<file path="src/y4m_stream_header_parser_top_macros.svh">
// ----------------------------------------------------------------------------
// Assertion macros for the Y4M stream header parser
// ----------------------------------------------------------------------------
`ifndef Y4M_STREAM_HEADER_PARSER_TOP_MACROS_SVH
`define Y4M_STREAM_HEADER_PARSER_TOP_MACROS_SVH

// Same-cycle implication, sampled on aclk, off while in reset
`define Y4M_ASSERT_IMP(label, ante, cons, msg) \
    label: assert property (@(posedge aclk) disable iff (!aresetn) (ante) |-> (cons)) \
        else $error(msg);

// Next-cycle implication, sampled on aclk, off while in reset
`define Y4M_ASSERT_NXT(label, ante, cons, msg) \
    label: assert property (@(posedge aclk) disable iff (!aresetn) (ante) |=> (cons)) \
        else $error(msg);

`endif

</file>
<file path="src/y4m_pkg.sv">
// ----------------------------------------------------------------------------
// y4m_pkg
// Types, constants and header tables shared by the Y4M stream header parser.
// ----------------------------------------------------------------------------
package y4m_pkg;

    // Number widths
    localparam int DIM_BITS   = 16;
    localparam int RATIO_BITS = 32;
    localparam int ACC_BITS   = (DIM_BITS > RATIO_BITS) ? DIM_BITS : RATIO_BITS;
    localparam int AREA_BITS  = 2 * DIM_BITS;
    localparam int PAY_BITS   = AREA_BITS + 2;
    localparam int POS_BITS   = 6;

    localparam logic [ACC_BITS-1:0] DIM_MAX   = ACC_BITS'({DIM_BITS{1'b1}});
    localparam logic [ACC_BITS-1:0] RATIO_MAX = ACC_BITS'({RATIO_BITS{1'b1}});

    // Event codes
    localparam logic [2:0] EV_CONSUMED = 3'd0;
    localparam logic [2:0] EV_STREAM   = 3'd1;
    localparam logic [2:0] EV_FRAME    = 3'd2;
    localparam logic [2:0] EV_PAYLOAD  = 3'd3;
    localparam logic [2:0] EV_ERROR    = 3'd4;

    // Pixel formats
    localparam logic FMT_YUV420 = 1'b0;
    localparam logic FMT_BGRA   = 1'b1;

    // Header positions
    localparam logic [POS_BITS-1:0] POS_START       = 6'd0;
    localparam logic [POS_BITS-1:0] POS_AFTER_MAGIC = 6'd9;
    localparam logic [POS_BITS-1:0] POS_HEADER_END  = 6'd31;
    localparam logic [POS_BITS-1:0] POS_FRAME       = 6'd32;
    localparam logic [POS_BITS-1:0] POS_FRAME_END   = 6'd37;
    localparam logic [POS_BITS-1:0] POS_PAYLOAD     = 6'd38;
    localparam logic [POS_BITS-1:0] POS_ERROR       = 6'd39;

    localparam logic [POS_BITS-1:0] MAGIC_LEN_YUV  = 6'd9;
    localparam logic [POS_BITS-1:0] MAGIC_LEN_BGRA = 6'd8;

    localparam logic [7:0] CHR_NONE    = 8'h00;
    localparam logic [7:0] CHR_NEWLINE = 8'h0A;
    localparam logic [7:0] CHR_ZERO    = "0";
    localparam logic [7:0] CHR_NINE    = "9";

    // What a header position expects
    typedef enum logic [2:0] {
        K_MAGIC,
        K_LIT,
        K_FIRST,
        K_MORE,
        K_CHAR,
        K_FRAME,
        K_PAYLOAD,
        K_ERROR
    } pos_kind_t;

    // Which number a digit position feeds
    typedef enum logic [2:0] {
        SLOT_WIDTH,
        SLOT_HEIGHT,
        SLOT_RATE_NUM,
        SLOT_RATE_DEN,
        SLOT_ASPECT_NUM,
        SLOT_ASPECT_DEN
    } num_slot_t;

    typedef struct packed {
        logic [7:0] stream_byte;
        logic       restart;
    } in_item_t;

    typedef struct packed {
        logic [2:0]  event_kind;
        logic [15:0] frame_width;
        logic [15:0] frame_height;
        logic        pixel_format;
        logic [31:0] rate_numerator;
        logic [31:0] rate_denominator;
        logic [7:0]  interlace_code;
        logic [31:0] aspect_numerator;
        logic [31:0] aspect_denominator;
        logic [7:0]  payload_byte;
        logic        last_of_frame;
    } out_item_t;

    function automatic pos_kind_t pos_kind(input logic [POS_BITS-1:0] p);
        pos_kind_t k;
        case (p)
            6'd0, 6'd1, 6'd2, 6'd3, 6'd4, 6'd5, 6'd6, 6'd7, 6'd8: k = K_MAGIC;
            6'd9, 6'd10, 6'd13, 6'd14, 6'd17, 6'd18,
            6'd23, 6'd24, 6'd26, 6'd27:                          k = K_LIT;
            6'd11, 6'd15, 6'd19, 6'd21, 6'd28, 6'd30:            k = K_FIRST;
            6'd12, 6'd16, 6'd20, 6'd22, 6'd29, 6'd31:            k = K_MORE;
            6'd25:                                               k = K_CHAR;
            6'd32, 6'd33, 6'd34, 6'd35, 6'd36, 6'd37:            k = K_FRAME;
            6'd38:                                               k = K_PAYLOAD;
            default:                                             k = K_ERROR;
        endcase
        return k;
    endfunction

    function automatic logic [7:0] pos_char(input logic [POS_BITS-1:0] p);
        logic [7:0] c;
        case (p)
            6'd9, 6'd13, 6'd17, 6'd23, 6'd26: c = " ";
            6'd10:                            c = "W";
            6'd14:                            c = "H";
            6'd18:                            c = "F";
            6'd20, 6'd29:                     c = ":";
            6'd24:                            c = "I";
            6'd27:                            c = "A";
            6'd31, 6'd37:                     c = CHR_NEWLINE;
            6'd32:                            c = "F";
            6'd33:                            c = "R";
            6'd34:                            c = "A";
            6'd35:                            c = "M";
            6'd36:                            c = "E";
            default:                          c = CHR_NONE;
        endcase
        return c;
    endfunction

    function automatic logic [7:0] magic_char(input logic fmt, input logic [POS_BITS-1:0] p);
        logic [7:0] c;
        if (fmt == FMT_BGRA) begin
            case (p)
                6'd0:                      c = "B";
                6'd1:                      c = "G";
                6'd2:                      c = "R";
                6'd3:                      c = "A";
                6'd4, 6'd5, 6'd6, 6'd7:    c = "8";
                default:                   c = CHR_NONE;
            endcase
        end else begin
            case (p)
                6'd0:    c = "Y";
                6'd1:    c = "U";
                6'd2:    c = "V";
                6'd3:    c = "4";
                6'd4:    c = "M";
                6'd5:    c = "P";
                6'd6:    c = "E";
                6'd7:    c = "G";
                6'd8:    c = "2";
                default: c = CHR_NONE;
            endcase
        end
        return c;
    endfunction

    function automatic num_slot_t pos_slot(input logic [POS_BITS-1:0] p);
        num_slot_t s;
        if (p <= 6'd12) begin
            s = SLOT_WIDTH;
        end else if (p <= 6'd16) begin
            s = SLOT_HEIGHT;
        end else if (p <= 6'd20) begin
            s = SLOT_RATE_NUM;
        end else if (p <= 6'd22) begin
            s = SLOT_RATE_DEN;
        end else if (p <= 6'd29) begin
            s = SLOT_ASPECT_NUM;
        end else begin
            s = SLOT_ASPECT_DEN;
        end
        return s;
    endfunction

endpackage

</file>
<file path="src/y4m_stream_header_parser_top.sv">
// An accepted item passes through the input register, then the result register, before its result shows on m_*.
// Throughput: one byte per cycle while m_ready drains the result register; a one-item input
// register keeps s_ready high for one more item while a result waits on m_ready.
// The frame area comes from a registered width*height product that tracks the header numbers.
// Reset: synchronous, active low aresetn; empties both registers and returns the parser
// to the first magic byte with all parsed numbers cleared.
// ----------------------------------------------------------------------------
// y4m_stream_header_parser_top
// Parses a YUV4MPEG2 / BGRA8888 stream header and frame lines byte by byte and
// passes frame payload bytes through with the last one of each frame marked.
// ----------------------------------------------------------------------------
`include "y4m_stream_header_parser_top_macros.svh"

module y4m_stream_header_parser_top (
    input  logic                aclk,
    input  logic                aresetn,
    input  logic                s_valid,
    output logic                s_ready,
    input  y4m_pkg::in_item_t   s_data,
    output logic                m_valid,
    input  logic                m_ready,
    output y4m_pkg::out_item_t  m_data
);
    import y4m_pkg::*;

    // Handshake registers
    logic      in_valid_reg, in_valid_next;
    in_item_t  in_item_reg;
    logic      out_valid_reg, out_valid_next;
    out_item_t out_item_reg;
    out_item_t result;
    logic      advance;

    // Parser state
    logic [POS_BITS-1:0]   pos_reg, pos_next;
    logic                  fmt_reg, fmt_next;
    logic [DIM_BITS-1:0]   width_reg, width_next;
    logic [DIM_BITS-1:0]   height_reg, height_next;
    logic [RATIO_BITS-1:0] rate_num_reg, rate_num_next;
    logic [RATIO_BITS-1:0] rate_den_reg, rate_den_next;
    logic [7:0]            interlace_reg, interlace_next;
    logic [RATIO_BITS-1:0] aspect_num_reg, aspect_num_next;
    logic [RATIO_BITS-1:0] aspect_den_reg, aspect_den_next;
    logic [PAY_BITS-1:0]   payload_left_reg, payload_left_next;
    logic [AREA_BITS-1:0]  area_reg;

    // Decode helpers
    logic [7:0]          cur_byte;
    logic                is_digit;
    logic [3:0]          digit_val;
    logic                skip_term;
    logic [POS_BITS-1:0] eff_pos;
    logic [POS_BITS-1:0] pos_inc;
    pos_kind_t           kind;
    logic [7:0]          want;
    logic [POS_BITS-1:0] magic_len;
    num_slot_t           slot;
    logic [ACC_BITS-1:0] acc_cur;
    logic [ACC_BITS+3:0] acc_mul;
    logic [ACC_BITS-1:0] acc_lim;
    logic [ACC_BITS-1:0] acc_sat;
    logic [ACC_BITS-1:0] acc_wr;
    logic                acc_en;
    logic [PAY_BITS-1:0] frame_bytes;
    logic [PAY_BITS-1:0] payload_dec;

    // Move the held item forward when the result register is free
    assign advance = in_valid_reg && (!out_valid_reg || m_ready);
    assign s_ready = !in_valid_reg || advance;
    assign m_valid = out_valid_reg;
    assign m_data  = out_item_reg;

    // Track input and output register occupancy
    always_comb begin
        in_valid_next = in_valid_reg;
        if (s_valid && s_ready) begin
            in_valid_next = 1'b1;
        end else if (advance) begin
            in_valid_next = 1'b0;
        end
        out_valid_next = out_valid_reg;
        if (advance) begin
            out_valid_next = 1'b1;
        end else if (m_ready) begin
            out_valid_next = 1'b0;
        end
    end

    // Decode the byte against the current header position
    always_comb begin
        cur_byte  = in_item_reg.stream_byte;
        is_digit  = (cur_byte >= CHR_ZERO) && (cur_byte <= CHR_NINE);
        digit_val = 4'(cur_byte - CHR_ZERO);
        // a number ended by a byte that belongs to the next literal
        skip_term = (pos_kind(pos_reg) == K_MORE) && !is_digit && (pos_char(pos_reg) == CHR_NONE);
        eff_pos   = skip_term ? POS_BITS'(pos_reg + 6'd1) : pos_reg;
        pos_inc   = POS_BITS'(eff_pos + 6'd1);
        kind      = pos_kind(eff_pos);
        want      = pos_char(eff_pos);
        magic_len = (fmt_reg == FMT_BGRA) ? MAGIC_LEN_BGRA : MAGIC_LEN_YUV;
        slot      = pos_slot(pos_reg);
    end

    // Shared decimal accumulator: value*10 + digit, saturating
    always_comb begin
        case (slot)
            SLOT_WIDTH:      acc_cur = ACC_BITS'(width_reg);
            SLOT_HEIGHT:     acc_cur = ACC_BITS'(height_reg);
            SLOT_RATE_NUM:   acc_cur = ACC_BITS'(rate_num_reg);
            SLOT_RATE_DEN:   acc_cur = ACC_BITS'(rate_den_reg);
            SLOT_ASPECT_NUM: acc_cur = ACC_BITS'(aspect_num_reg);
            SLOT_ASPECT_DEN: acc_cur = ACC_BITS'(aspect_den_reg);
            default:         acc_cur = '0;
        endcase
        acc_lim = ((slot == SLOT_WIDTH) || (slot == SLOT_HEIGHT)) ? DIM_MAX : RATIO_MAX;
        acc_mul = ((ACC_BITS+4)'(acc_cur) << 3) + ((ACC_BITS+4)'(acc_cur) << 1)
                + (ACC_BITS+4)'(digit_val);
        acc_sat = (acc_mul > (ACC_BITS+4)'(acc_lim)) ? acc_lim : acc_mul[ACC_BITS-1:0];
    end

    // Payload length from the registered area
    always_comb begin
        if (fmt_reg == FMT_BGRA) begin
            frame_bytes = PAY_BITS'(area_reg) << 2;
        end else begin
            frame_bytes = (PAY_BITS'(area_reg) + (PAY_BITS'(area_reg) << 1)) >> 1;
        end
        payload_dec = payload_left_reg - PAY_BITS'(1);
    end

    // Parser step and result assembly
    always_comb begin
        pos_next          = pos_reg;
        fmt_next          = fmt_reg;
        interlace_next    = interlace_reg;
        payload_left_next = payload_left_reg;
        acc_wr            = acc_sat;
        acc_en            = 1'b0;
        result            = '0;
        result.event_kind = EV_CONSUMED;

        case (kind)
            K_MAGIC: begin
                if (eff_pos == POS_START) begin
                    if (cur_byte == magic_char(FMT_YUV420, POS_START)) begin
                        fmt_next = FMT_YUV420;
                        pos_next = pos_inc;
                    end else if (cur_byte == magic_char(FMT_BGRA, POS_START)) begin
                        fmt_next = FMT_BGRA;
                        pos_next = pos_inc;
                    end else begin
                        pos_next          = POS_ERROR;
                        result.event_kind = EV_ERROR;
                    end
                end else if ((eff_pos >= magic_len)
                             || (cur_byte != magic_char(fmt_reg, eff_pos))) begin
                    pos_next          = POS_ERROR;
                    result.event_kind = EV_ERROR;
                end else begin
                    pos_next = (pos_inc == magic_len) ? POS_AFTER_MAGIC : pos_inc;
                end
            end
            K_LIT: begin
                if (cur_byte != want) begin
                    pos_next          = POS_ERROR;
                    result.event_kind = EV_ERROR;
                end else begin
                    pos_next = pos_inc;
                end
            end
            K_FIRST: begin
                if (!is_digit) begin
                    pos_next          = POS_ERROR;
                    result.event_kind = EV_ERROR;
                end else begin
                    acc_wr   = ACC_BITS'(digit_val);
                    acc_en   = 1'b1;
                    pos_next = pos_inc;
                end
            end
            K_MORE: begin
                if (is_digit) begin
                    acc_en = 1'b1;
                end else if (cur_byte != want) begin
                    pos_next          = POS_ERROR;
                    result.event_kind = EV_ERROR;
                end else if (eff_pos == POS_HEADER_END) begin
                    pos_next                  = POS_FRAME;
                    result.event_kind         = EV_STREAM;
                    result.frame_width        = 16'(width_reg);
                    result.frame_height       = 16'(height_reg);
                    result.pixel_format       = fmt_reg;
                    result.rate_numerator     = 32'(rate_num_reg);
                    result.rate_denominator   = 32'(rate_den_reg);
                    result.interlace_code     = interlace_reg;
                    result.aspect_numerator   = 32'(aspect_num_reg);
                    result.aspect_denominator = 32'(aspect_den_reg);
                end else begin
                    pos_next = pos_inc;
                end
            end
            K_CHAR: begin
                interlace_next = cur_byte;
                pos_next       = pos_inc;
            end
            K_FRAME: begin
                if (cur_byte != want) begin
                    pos_next          = POS_ERROR;
                    result.event_kind = EV_ERROR;
                end else if (eff_pos == POS_FRAME_END) begin
                    payload_left_next = frame_bytes;
                    pos_next          = (frame_bytes != '0) ? POS_PAYLOAD : POS_FRAME;
                    result.event_kind = EV_FRAME;
                end else begin
                    pos_next = pos_inc;
                end
            end
            K_PAYLOAD: begin
                payload_left_next   = payload_dec;
                result.event_kind   = EV_PAYLOAD;
                result.payload_byte = cur_byte;
                if (payload_dec == '0) begin
                    result.last_of_frame = 1'b1;
                    pos_next             = POS_FRAME;
                end
            end
            default: begin
                pos_next          = POS_ERROR;
                result.event_kind = EV_ERROR;
            end
        endcase

        // Write back the accumulated number
        width_next      = width_reg;
        height_next     = height_reg;
        rate_num_next   = rate_num_reg;
        rate_den_next   = rate_den_reg;
        aspect_num_next = aspect_num_reg;
        aspect_den_next = aspect_den_reg;
        if (acc_en) begin
            case (slot)
                SLOT_WIDTH:      width_next      = DIM_BITS'(acc_wr);
                SLOT_HEIGHT:     height_next     = DIM_BITS'(acc_wr);
                SLOT_RATE_NUM:   rate_num_next   = RATIO_BITS'(acc_wr);
                SLOT_RATE_DEN:   rate_den_next   = RATIO_BITS'(acc_wr);
                SLOT_ASPECT_NUM: aspect_num_next = RATIO_BITS'(acc_wr);
                SLOT_ASPECT_DEN: aspect_den_next = RATIO_BITS'(acc_wr);
                default:         width_next      = width_reg;
            endcase
        end

        // Restart drops back to the stream start
        if (in_item_reg.restart) begin
            pos_next          = POS_START;
            fmt_next          = FMT_YUV420;
            width_next        = '0;
            height_next       = '0;
            rate_num_next     = '0;
            rate_den_next     = '0;
            interlace_next    = '0;
            aspect_num_next   = '0;
            aspect_den_next   = '0;
            payload_left_next = '0;
            result            = '0;
            result.event_kind = EV_CONSUMED;
        end
    end

    // Control and parser state
    always_ff @(posedge aclk) begin
        if (!aresetn) begin
            in_valid_reg     <= 1'b0;
            out_valid_reg    <= 1'b0;
            pos_reg          <= POS_START;
            fmt_reg          <= FMT_YUV420;
            width_reg        <= '0;
            height_reg       <= '0;
            rate_num_reg     <= '0;
            rate_den_reg     <= '0;
            interlace_reg    <= '0;
            aspect_num_reg   <= '0;
            aspect_den_reg   <= '0;
            payload_left_reg <= '0;
        end else begin
            in_valid_reg  <= in_valid_next;
            out_valid_reg <= out_valid_next;
            if (advance) begin
                pos_reg          <= pos_next;
                fmt_reg          <= fmt_next;
                width_reg        <= width_next;
                height_reg       <= height_next;
                rate_num_reg     <= rate_num_next;
                rate_den_reg     <= rate_den_next;
                interlace_reg    <= interlace_next;
                aspect_num_reg   <= aspect_num_next;
                aspect_den_reg   <= aspect_den_next;
                payload_left_reg <= payload_left_next;
            end
        end
    end

    // Payload registers and the frame area product
    always_ff @(posedge aclk) begin
        if (s_valid && s_ready) begin
            in_item_reg <= s_data;
        end
        if (advance) begin
            out_item_reg <= result;
        end
        area_reg <= AREA_BITS'(width_reg) * AREA_BITS'(height_reg);
    end

    // Checks
    `Y4M_ASSERT_NXT(a_error_sticky,
        advance && (pos_reg == POS_ERROR) && !in_item_reg.restart,
        (pos_reg == POS_ERROR) && (out_item_reg.event_kind == EV_ERROR),
        "error state left without restart")
    `Y4M_ASSERT_IMP(a_payload_nonzero,
        pos_reg == POS_PAYLOAD,
        payload_left_reg != '0,
        "payload state with no bytes left")
    `Y4M_ASSERT_NXT(a_last_marked,
        advance && (pos_reg == POS_PAYLOAD) && !in_item_reg.restart
            && (payload_left_reg == PAY_BITS'(1)),
        m_valid && m_data.last_of_frame && (pos_reg == POS_FRAME),
        "final payload byte not marked")
    `Y4M_ASSERT_NXT(a_input_held,
        in_valid_reg && !advance,
        in_valid_reg && $stable(in_item_reg),
        "held input item lost or changed")

endmodule

</file>
<file path="config.mk">
export PLATFORM = sky130hd
export DESIGN_NAME = y4m_stream_header_parser_top
export DESIGN_NICKNAME = d
export VERILOG_FILES = /design/src/y4m_pkg.sv /design/src/y4m_stream_header_parser_top.sv
export VERILOG_INCLUDE_DIRS = /design/src /design/src/src
export SDC_FILE = /design/constraint.sdc
export NUM_CORES = 2
export LEC_CHECK = 0
export BUFFER_PORTS_ARGS = -buffer_cell sky130_fd_sc_hd__buf_2
export CORE_MARGIN = 2
export CORE_UTILIZATION = 60
export CTS_BUF_LIST = sky130_fd_sc_hd__clkbuf_4 sky130_fd_sc_hd__clkbuf_8 sky130_fd_sc_hd__clkbuf_16
export DETAILED_ROUTE_END_ITERATION = 6
export HOLD_SLACK_MARGIN = 0.06
export PLACE_DENSITY = 0.82
export SYNTH_ARGS = -nofsm -noshare
export SYNTH_HDL_FRONTEND = slang
export SYNTH_SLANG_ARGS = --single-unit
</file>
<file path="constraint.sdc">
create_clock -name aclk -period 20.8 [get_ports aclk]
set_input_delay 4.16 -clock aclk [delete_from_list [all_inputs] [get_ports aclk]]
set_output_delay 4.16 -clock aclk [all_outputs]
set_load 0.1 [all_outputs]
</file>
==> flow_summary.ini <==
[run_status]
status = finished with violations
violations = design-rule violations

[placed_design]
post-place-ws_ns = 10.96
globalplace.congestion = 0.996
port_buffers = 195
dp_hpwl_um = 68200

[clocking]
htree_levels = 2
clock-root-buffer = clkbuf_16
clk_path_buf_depth = 3
clock_latency_ns = 0.61
cts_resized = 0
cts_post_setup_buffers_inserted = 0
clkSinkCount = 443
cts_hold_buf = 0
cts_tree = built
clk_pin_slew_ns = 0.06
cts_buffers = 46

[worst_setup_path]
cp.arrival_ns = 10.69
end_kind = flip-flop
crit_end = rate_num_reg[2]$_SDFFE_PN0P_
worst-path-max-fanout = 22
cpMaxStageDelayCell = nor3_2
critical_path_required_ns = 21.23
critPathKind = reg -> reg
r2r_cells = 35
max_stage_delay_ns = 0.94
crit_path_frequent_cell = nand2_1
start_kind = flip-flop
r2r_slack_ns = 10.54
timing.rr.start = pos_reg[3]$_SDFFE_PN0P_
startpoint = pos_reg[3]$_SDFFE_PN0P_
timing.rr.end = rate_num_reg[2]$_SDFFE_PN0P_

[synth]
synth.most_common_cell = nand2_1
synth_cell_types = 116
synthTopCellsByArea = edfxtp_1 17%, dfxtp_1 15%, fa_1 12%
netlist_area_um2 = 33200
yosysTopAreaCell = edfxtp_1
avgSynthCellArea_um2 = 9.14
synthTopCellsByCount = 378 x nand2_1, 269 x inv_1, 267 x nor2_1
yosysSeqAreaShare_pct = 32.4
synth_flop_cell = dfxtp_1
synthesis.nets = 4083
synth_warnings = 0
synth-edff-count = 190
synthCells = 3636
synth_top_area_share_pct = 17.2
yosys_register_bits = 443
async_flop_share_pct = 0

[sta]
tns_ns = 0
finClkSkew_ns = 0.0219
fin_crit_sh_pct = 49.3
period_minus_slack_ns = 10.26
setup_viol = 0
hold_violations = 0
final_max_slew_viol_count = 0
tightest_slew_ns = 1.37
rsz0062_at_grt = no
max_freq_ghz = 0.0975
slew_headroom_pct = 7.76
worst_slack_ns = 10.54

[cells_and_area]
area_delta_synth_final_pct = 8.87
multi_input_area_um2 = 20400
ff_latch_area_um2 = 10800
drive_above_1_share_pct = 11.4
fin_nets = 4127
nFillCells = 4293
largest_reg_flops = 181

[pwr]
power.density_nw_per_um2 = 61.4
power.ir.vdd_worst_mv = 0.0683
leakagePower_uw = 0.0159

[route]
drt_iter0_markers = 3843
routed.top_layer = met5
dr_total_vias = 28823
drt-met1-wl_um = 40400
routed_wl_um = 96600
wl_met2_um = 41900
routedWlPerCell_um = 21.8
detail-route-antenna-nets = 0
via_per_inst = 6.51
drcViolationCount = 2
wl_met3_um = 10700
drt_pass1_iterations = 7

[grt]
grt_max_degree = 121
grt_usage_pct = 33.2
grt_pass1_wl_um = 150000
grt-ovfl-total = 0
grt_pass1_vias = 27206
antenna_found_initial = 4

[die]
core-area_um2 = 54900
die_y_um = 239
core.rowCount = 86
start_util_pct = 60.6
die_area_um2 = 57300
dieWidth_um = 239
io_pins = 196

[hold_path]
holdCritPathClass = reg -> reg

[flow_run]
max_cap_violations = 0
-- power breakdown --
group          total, uW  switching (uW)  leakage [uW]  internal (uW)
clock                896             373      0.000823            523
sequential           957            26.0       0.00389            931
combinational        367             279        0.0112           88.5
total               2220             678        0.0159           1540
-- placed cells by master, fill, tap and decap left out, types with 32 or more instances in the layout --
| master | synthesis | layout |
|---|---|---|
| a211oi_1 | 97 | 97 |
| a21oi_1 | 167 | 167 |
| a221o_1 | 75 | 75 |
| a222oi_1 | 32 | 32 |
| and2_1 | 123 | 123 |
| and3_1 | 186 | 186 |
| buf_2 | 21 | 195 |
| buf_4 | 10 | 61 |
| clkbuf_16 | 0 | 47 |
| dfxtp_1 | 253 | 252 |
| edfxtp_1 | 190 | 190 |
| fa_1 | 197 | 197 |
| ha_1 | 237 | 237 |
| inv_1 | 269 | 267 |
| nand2_1 | 378 | 378 |
| nand3_1 | 74 | 74 |
| nor2_1 | 267 | 266 |
| nor3_1 | 80 | 75 |
| nor4_1 | 36 | 35 |
| o21a_1 | 32 | 32 |
| o21ai_0 | 125 | 122 |
| xnor2_1 | 72 | 72 |
-- worst max-delay path, delay by kind of cell (launching register included) --
family	cells	cell delay (ns)
AOI/OAI and AO/OA	15	4.03
and+or+nand+nor	13	3.53
DFF	1	0.83
xor gates and xnor gates	1	0.18
adders and majority gates	3	1.11
buffers and inverters	3	0.39
-- cells by family (layout without fill, tap and decap cells) --
| group | after synthesis | in the layout | share of synthesized area, % |
|---|---|---|---|
| DFF | 443 | 443 | 32.4 |
| AOI/OAI and AO/OA | 799 | 799 | 17.3 |
| other | 0 | 3 | 0 |
| muxes | 20 | 20 | 0.636 |
| xor gates and xnor gates | 103 | 103 | 2.71 |
| and+or+nand+nor | 1302 | 1302 | 19.8 |
| buffers and inverters | 534 | 616 | 6.34 |
| adders and majority gates | 435 | 435 | 20.8 |
-- metrics by stage --
step | util, % | cells | cell area [um2] | hold WS [ns] | total power [uW]
after detailed placement | 62.9 | 4336 | 34500 | 0.441 | 1330
after CTS | 65.9 | 4422 | 36200 | 0.450 | 2210
after floorplan | - | 3636 | 33200 | 0.427 | 1240
final | 65.9 | 4425 | 36200 | 0.450 | 2220
after global placement | 62.9 | 4336 | 34500 | 0.435 | 1330
after global routing | 65.9 | 4422 | 36200 | 0.468 | 2280
-- worst min-delay path by stage --
stage	depth (start not counted)	endpoint	slack, ns	startpoint
2_1_floorplan	2	interlace_reg[2]$_SDFFE_PN0P_	0.43	interlace_reg[2]$_SDFFE_PN0P_
3_3_place_gp	2	interlace_reg[1]$_SDFFE_PN0P_	0.44	interlace_reg[1]$_SDFFE_PN0P_
3_5_place_dp	2	interlace_reg[1]$_SDFFE_PN0P_	0.44	interlace_reg[1]$_SDFFE_PN0P_
4_1_cts	2	interlace_reg[1]$_SDFFE_PN0P_	0.45	interlace_reg[1]$_SDFFE_PN0P_
5_1_grt	2	interlace_reg[4]$_SDFFE_PN0P_	0.47	interlace_reg[4]$_SDFFE_PN0P_
6_report	2	interlace_reg[2]$_SDFFE_PN0P_	0.45	interlace_reg[2]$_SDFFE_PN0P_
-- layer usage --
layer / vias to the layer above / global-route usage (%)
met5: - / 0.260
met4: 2 / 11.6
met3: 278 / 7.20
met2: 1756 / 50.1
met1: 13726 / 47.1
li1: 13061 / -
-- layout make-up --
type | instances | share of cell area, %
diodes | 3 | 0.0208
clock buffers | 63 | 3.70
clock inverters | 23 | 0.875
inverters | 274 | 2.86
multi-input cells | 2659 | 56.4
flip-flops and latches | 443 | 29.8
well taps | 704 | 2.43
repair buffers | 256 | 3.96
No activity file was read; power rests on OpenSTA's default activity.
